`config.mk`:
```
export PLATFORM = sky130hd
export DESIGN_NAME = sorted_integer_set_unit
export DESIGN_NICKNAME = d
export VERILOG_FILES = /design/src/design/ssu_pkg.sv /design/src/design/ssu_cell.sv /design/src/design/sorted_integer_set_unit.sv
export SDC_FILE = /design/constraint.sdc
export NUM_CORES = 2
export LEC_CHECK = 0
export BUFFER_PORTS_ARGS = -buffer_cell sky130_fd_sc_hd__buf_2
export CAP_MARGIN = 10
export CORE_MARGIN = 2
export CORE_UTILIZATION = 49
export DETAILED_ROUTE_END_ITERATION = 8
export SETUP_SLACK_MARGIN = 0.05
export SYNTH_ARGS = -nofsm -noshare
export SYNTH_HDL_FRONTEND = slang
export SYNTH_SLANG_ARGS = --single-unit
export TNS_END_PERCENT = 100
```
`constraint.sdc`:
```
create_clock -name clk -period 7.4 [get_ports clk]
set_input_delay 0.37 -clock clk [delete_from_list [all_inputs] [get_ports clk]]
set_output_delay 0.37 -clock clk [all_outputs]
set_load 0.03 [all_outputs]
```
`src/design/ssu_pkg.sv`:
```
// Shared types and constants for the sorted integer set unit.
package ssu_pkg;

    localparam int CAPACITY = 16;
    localparam int CNT_W    = $clog2(CAPACITY + 1);
    localparam int POS_W    = 4;
    localparam int CMP_W    = (CNT_W > POS_W) ? CNT_W : POS_W;
    localparam int DATA_W   = 32;

    typedef logic [DATA_W-1:0] data_t;
    typedef logic [CNT_W-1:0]  count_t;

    typedef enum logic [1:0] {
        REQ_CHECK = 2'd0,
        REQ_ADD   = 2'd1,
        REQ_DEL   = 2'd2,
        REQ_READ  = 2'd3
    } req_type_t;

    typedef enum logic [1:0] {
        STAT_OK        = 2'd0,
        STAT_FULL      = 2'd1,
        STAT_BAD_INDEX = 2'd2
    } status_t;

    typedef struct packed {
        logic ins_en;
        logic del_en;
    } cell_ctrl_t;

endpackage

```
`src/design/ssu_cell.sv`:
```
// One storage cell of the sorted element row.
module ssu_cell
    import ssu_pkg::*;
(
    input  logic       clk,
    input  logic       valid,
    input  data_t      value,
    input  cell_ctrl_t ctrl,
    input  data_t      prev_elem,
    input  logic       prev_lt,
    input  data_t      next_elem,
    output data_t      elem,
    output logic       lt,
    output logic       eq
);

    data_t elem_reg;
    data_t elem_next;

    assign elem = elem_reg;
    assign lt   = valid && ($signed(elem_reg) < $signed(value));
    assign eq   = valid && (elem_reg == value);

    always_comb
    begin
        elem_next = elem_reg;
        if (ctrl.ins_en && !lt)
        begin
            elem_next = prev_lt ? value : prev_elem;
        end
        else if (ctrl.del_en && !lt)
        begin
            elem_next = next_elem;
        end
    end

    always_ff @(posedge clk)
    begin
        elem_reg <= elem_next;
    end

endmodule

```
`src/design/sorted_integer_set_unit.sv`:
```
// Top level of the sorted integer set unit.
//
// Usage: drive req_type, value and position and raise start; a transaction
// is taken at a rising edge with start high and busy low. busy stays low,
// so a new transaction may be issued in every cycle.
// The result (was_present, element_count, status, read_value) is registered
// at the accepting edge and marked by done for exactly one cycle.
// Throughput is 1 transaction per cycle: a row of CAPACITY cells compares
// every element against value at once and shifts toward or away from the
// insert or delete point in the same cycle.
// The receiver cannot stall; each result must be taken in its done cycle.
// Reset clears the element count and the output strobe; cell contents are
// left as they are and never read until written.
// Type 3 reads the element at position; a position at or beyond the count
// gives status bad index and read_value zero. Adding a new value to a full
// set is refused with status full.
module sorted_integer_set_unit
    import ssu_pkg::*;
(
    input  logic        clk,
    input  logic        rst_n,
    input  logic        start,
    output logic        busy,
    input  logic [1:0]  req_type,
    input  logic [31:0] value,
    input  logic [3:0]  position,
    output logic        done,
    output logic        was_present,
    output logic [4:0]  element_count,
    output logic [1:0]  status,
    output logic [31:0] read_value
);

    count_t     count_reg;
    count_t     count_next;
    logic       done_reg;
    logic       present_reg;
    status_t    status_reg;
    status_t    status_next;
    data_t      rd_reg;
    data_t      rd_next;

    logic       accept;
    req_type_t  req;
    cell_ctrl_t ctrl;
    logic       present;
    logic       full;
    logic       pos_ok;

    data_t      elem [CAPACITY];
    logic       lt   [CAPACITY];
    logic       eq   [CAPACITY];
    logic [CAPACITY-1:0] eq_vec;

    assign busy   = 1'b0;
    assign accept = start && !busy;
    assign req    = req_type_t'(req_type);

    genvar gi;
    generate
        for (gi = 0; gi < CAPACITY; gi++)
        begin : g_cell
            ssu_cell u_cell (
                .clk       (clk),
                .valid     (count_t'(gi) < count_reg),
                .value     (value),
                .ctrl      (ctrl),
                .prev_elem ((gi == 0) ? value : elem[(gi == 0) ? 0 : gi - 1]),
                .prev_lt   ((gi == 0) ? 1'b1 : lt[(gi == 0) ? 0 : gi - 1]),
                .next_elem ((gi == CAPACITY - 1) ? elem[gi]
                                                 : elem[(gi == CAPACITY - 1) ? gi : gi + 1]),
                .elem      (elem[gi]),
                .lt        (lt[gi]),
                .eq        (eq[gi])
            );
            assign eq_vec[gi] = eq[gi];
        end
    endgenerate

    assign present = |eq_vec;
    assign full    = (count_reg == count_t'(CAPACITY));
    assign pos_ok  = (CMP_W'(position) < CMP_W'(count_reg))
                  && (CMP_W'(position) < CMP_W'(CAPACITY));

    always_comb
    begin
        ctrl        = '0;
        count_next  = count_reg;
        status_next = STAT_OK;
        rd_next     = '0;
        if (accept)
        begin
            unique case (req)
                REQ_CHECK:
                begin
                end
                REQ_ADD:
                begin
                    if (!present)
                    begin
                        if (full)
                        begin
                            status_next = STAT_FULL;
                        end
                        else
                        begin
                            ctrl.ins_en = 1'b1;
                            count_next  = count_reg + count_t'(1);
                        end
                    end
                end
                REQ_DEL:
                begin
                    if (present)
                    begin
                        ctrl.del_en = 1'b1;
                        count_next  = count_reg - count_t'(1);
                    end
                end
                REQ_READ:
                begin
                    if (pos_ok)
                    begin
                        for (int i = 0; i < CAPACITY; i++)
                        begin
                            if (CMP_W'(position) == CMP_W'(i))
                            begin
                                rd_next = elem[i];
                            end
                        end
                    end
                    else
                    begin
                        status_next = STAT_BAD_INDEX;
                    end
                end
                default:
                begin
                end
            endcase
        end
    end

    always_ff @(posedge clk or negedge rst_n)
    begin
        if (!rst_n)
        begin
            count_reg <= '0;
            done_reg  <= 1'b0;
        end
        else
        begin
            count_reg <= count_next;
            done_reg  <= accept;
        end
    end

    always_ff @(posedge clk)
    begin
        if (accept)
        begin
            present_reg <= present;
            status_reg  <= status_next;
            rd_reg      <= rd_next;
        end
    end

    assign done          = done_reg;
    assign was_present   = present_reg;
    assign element_count = 5'(count_reg);
    assign status        = status_reg;
    assign read_value    = rd_reg;

`ifndef ASSERT_OFF
    a_count_bound: assert property (@(posedge clk) disable iff (!rst_n)
        count_reg <= count_t'(CAPACITY))
        else $error("element count above capacity");

    a_done_follows_accept: assert property (@(posedge clk) disable iff (!rst_n)
        accept |=> done)
        else $error("result strobe missing after accepted transaction");

    a_count_needs_accept: assert property (@(posedge clk) disable iff (!rst_n)
        !accept |=> $stable(count_reg))
        else $error("element count changed without a transaction");

    a_full_refusal: assert property (@(posedge clk) disable iff (!rst_n)
        (done && status_reg == STAT_FULL) |-> (count_reg == count_t'(CAPACITY)))
        else $error("add refused while set not full");
`endif

endmodule

```
==> out/results.tsv <==
metric	value	unit
outcome	completed	
clkPwrFrac	32.6	%
synthArstFlopShare	1.08	%
clkSinkCount	553	
drive_gt1_share	13.2	%
synthTopCellsByArea	edfxtp_1, ha_1, a21oi_1	
clockBufferDepth	3	
grt.total_usage	45.2	%
fin_nets	5125	
drv_slew	0	
crit_family	compound AO/OA/AOI/OAI gates	
cp_max_fo	32	
slowest_stage	dfrtp_1	
hold_violations	0	
netlist-cell-type-count	88	
drv_cap	0	
reg2regPathDepth	10	
largest_reg_flops	512	
rsz0062_at_grt	no	
end_kind	flop	
r2r_slack	1650	ps
initial_utilization	49.3	%
synth-edff-count	547	
finalInstanceArea	47500	um2
multi_input_area	25400	um2
synth.cell_area	43300	um2
num_rows	109	
grt_pass1_vias	35900	
crit_path_cell_trace	nor2_1 > a21oi_1 > nand3_1 > o41ai_4 > a2111oi_4 > nand2_4 > mux2_2 > inv_1 > and2_1 > buf_4	
r2r_start	element_count[1]	
die_area	90900	um2
crit_cells	10	
setup_violations	0	
route.detailed.drc	0	
critPathLaunchType	flop	
worstSetupEndpoint	g_cell[10].u_cell.elem[27]	
die_y	301	um
swShare	37.4	%
tightestPinTransition	1230	ps
ys_ff_latch	553	
power.total	0.0112	W
crit_path_max_incr_delay	950	ps
clk_latency	660	ps
io_buffers	81	
finClkSkew	25.8	ps
hpwl	154	mm
cts_made_buffers	71	
slew_headroom	15.9	%
clk_pin_slew_worst_paths	60	ps
coreArea	88000	um2
cts_setup_buffers	0	
cts-root-buf	clkbuf_16	
yosys_most_used_dff	edfxtp_1	
critPathBufInv	2	
postPlaceCellArea	45200	um2
cts_max_level	3	
ff_latch_area	16600	um2
crit_start	element_count[1]	
grt_pass1_wl	285	mm
worstPathRequired	7670	ps
cp_data_arrival_time	6020	ps
r2r-end	g_cell[10].u_cell.elem[27]	
finish.utilization	54.0	%
vias	40000	
grt_max_degree	65	
yosys.area.top_type_share	37.9	%
synthCells	4558	
gp_congestion	1.05	
crit_type	reg -> reg	
antenna_left	0	
synthesis.nets	5118	
avgRoutedWirePerCell	36.1	um
ir_worst_vdd	0.000229	V
avgSynthCellArea	9.51	um2
drt_iter0_markers	7183	
antenna_found_initial	5	
clock.fmax	174	MHz
synth_top_area_cell	edfxtp_1	
p_per_area	235	nW/um2
power.share.sequential	36.5	%
grt_remaining_overflow	0	
vias_per_cell	6.92	
combinationalPowerShare	30.9	%
cts_tree	done	
fillerInstances	8025	
min-delay-path-class	in -> async	
wl	209	mm
fin_tns_setup	0	ps
dr.pass1.iters	9	
min_period	5750	ps
min_period_over_period	77.7	%
synth_seq_area_share	38.2	%
io-pin-count	83	
die_x	301	um
yosys_warnings	0	
area_delta_synth_final	9.69	%
leakage	18.6	nW
power.internal	0.00700	W
p_switching	0.00418	W
-- worst reg2reg max path: cells and delay by family, from the launching register on --
kind                   cells  cell delay [ps]
AO/OA/AOI/OAI              3             1520
multiplexers               1              680
AND/OR/NAND/NOR            4             1410
flip-flops                 1              950
buffers and inverters      2              810
-- worst min path at each step --
| stage | start | endpoint | slack, ps | cells after the start |
|---|---|---|---|---|
| after global placement | rst_n | done | 210 | 1 |
| after global routing | rst_n | done | 100 | 2 |
| final | rst_n | done | 80 | 2 |
| after detailed placement | rst_n | done | 210 | 1 |
| after floorplan | rst_n | done | 70 | 0 |
| after CTS | rst_n | done | 40 | 2 |
-- power groups by stage --
stage          combinational (W)  clock [W]  sequential [W]
6_report                 0.00345    0.00365         0.00408
5_1_grt                  0.00366    0.00375         0.00407
4_1_cts                  0.00333    0.00366         0.00404
3_5_place_dp             0.00331          0         0.00411
3_3_place_gp             0.00329          0         0.00411
2_1_floorplan            0.00222          0         0.00396
-- layout make-up --
class                      count  area share, %
antenna                        3         0.0158
clock buffer                  83           3.92
clock inverter                39          0.984
inverter                      83          0.655
multi-input combinational   3637           53.4
sequential                   553           34.9
tap                         1165           3.07
timing repair buffer         219           3.13
-- metal layers --
metal	track usage [%]	wire [um]	vias to the layer above
li1	-	-	17200
met3	15.1	33900	422
met4	25.3	13700	6
met1	65.6	83500	19100
met2	57.7	77500	3265
met5	0.476	95	-
-- cells in the mapped netlist, drive strengths merged, types with 8 or more instances --
library cell  number
a21oi            799
nor2             745
edfxtp           547
ha               519
nand2            239
mux2i            210
o21ai            167
mux2             153
clkbuf           150
buf              135
nand4             95
a22oi             71
nand3             64
a21o              60
nor3              52
inv               51
a31oi             44
nor2b             41
o22ai             35
a211oi            33
clkinv            32
o211ai            25
o221ai            25
nand2b            21
o21a              20
a211o             18
nor4              18
a221oi            14
mux4              13
a2111oi           12
and2              12
nor3b             11
a222oi             9
a21boi             8
-- cells by family after synthesis --
family,Yosys count,share of synthesized area [%]
buffers and inverters,368,3.88
other,1,0.00865
XOR/XNOR,5,0.101
flip-flops,553,38.2
adder cells (fa/ha/maj),519,15.0
AND/OR/NAND/NOR,1333,13.7
AO/OA/AOI/OAI,1403,19.6
multiplexers,376,9.51
-- repair_timing --
| action | CTS | global route |
|---|---|---|
| hold endpoints to repair | 6 | 0 |
| hold buffers | 1 | 0 |
| resized for setup | 0 | 0 |
-- placed cells by master, fill, tap and decap left out, types with 64 or more instances in the layout --
| master | instances |
|---|---|
| ha_1 | 519 |
| buf_2 | 79 |
| o21ai_0 | 146 |
| mux2i_1 | 203 |
| buf_4 | 136 |
| a21oi_1 | 741 |
| nand4_1 | 95 |
| nor2_1 | 734 |
| edfxtp_1 | 547 |
| clkbuf_16 | 73 |
| mux2_2 | 148 |
| nand2_1 | 237 |
| nand3_1 | 64 |
| a22oi_1 | 71 |
-- per-stage QoR --
stage,cells,setup slack [ps],hold slack (ps)
2_1_floorplan,4558,1070,74.4
3_3_place_gp,5656,1280,206
3_5_place_dp,5656,1210,206
4_1_cts,5779,1890,42.1
5_1_grt,5779,1710,97.1
6_report,5782,1650,79.5
(Power assumes the default switching activity.)
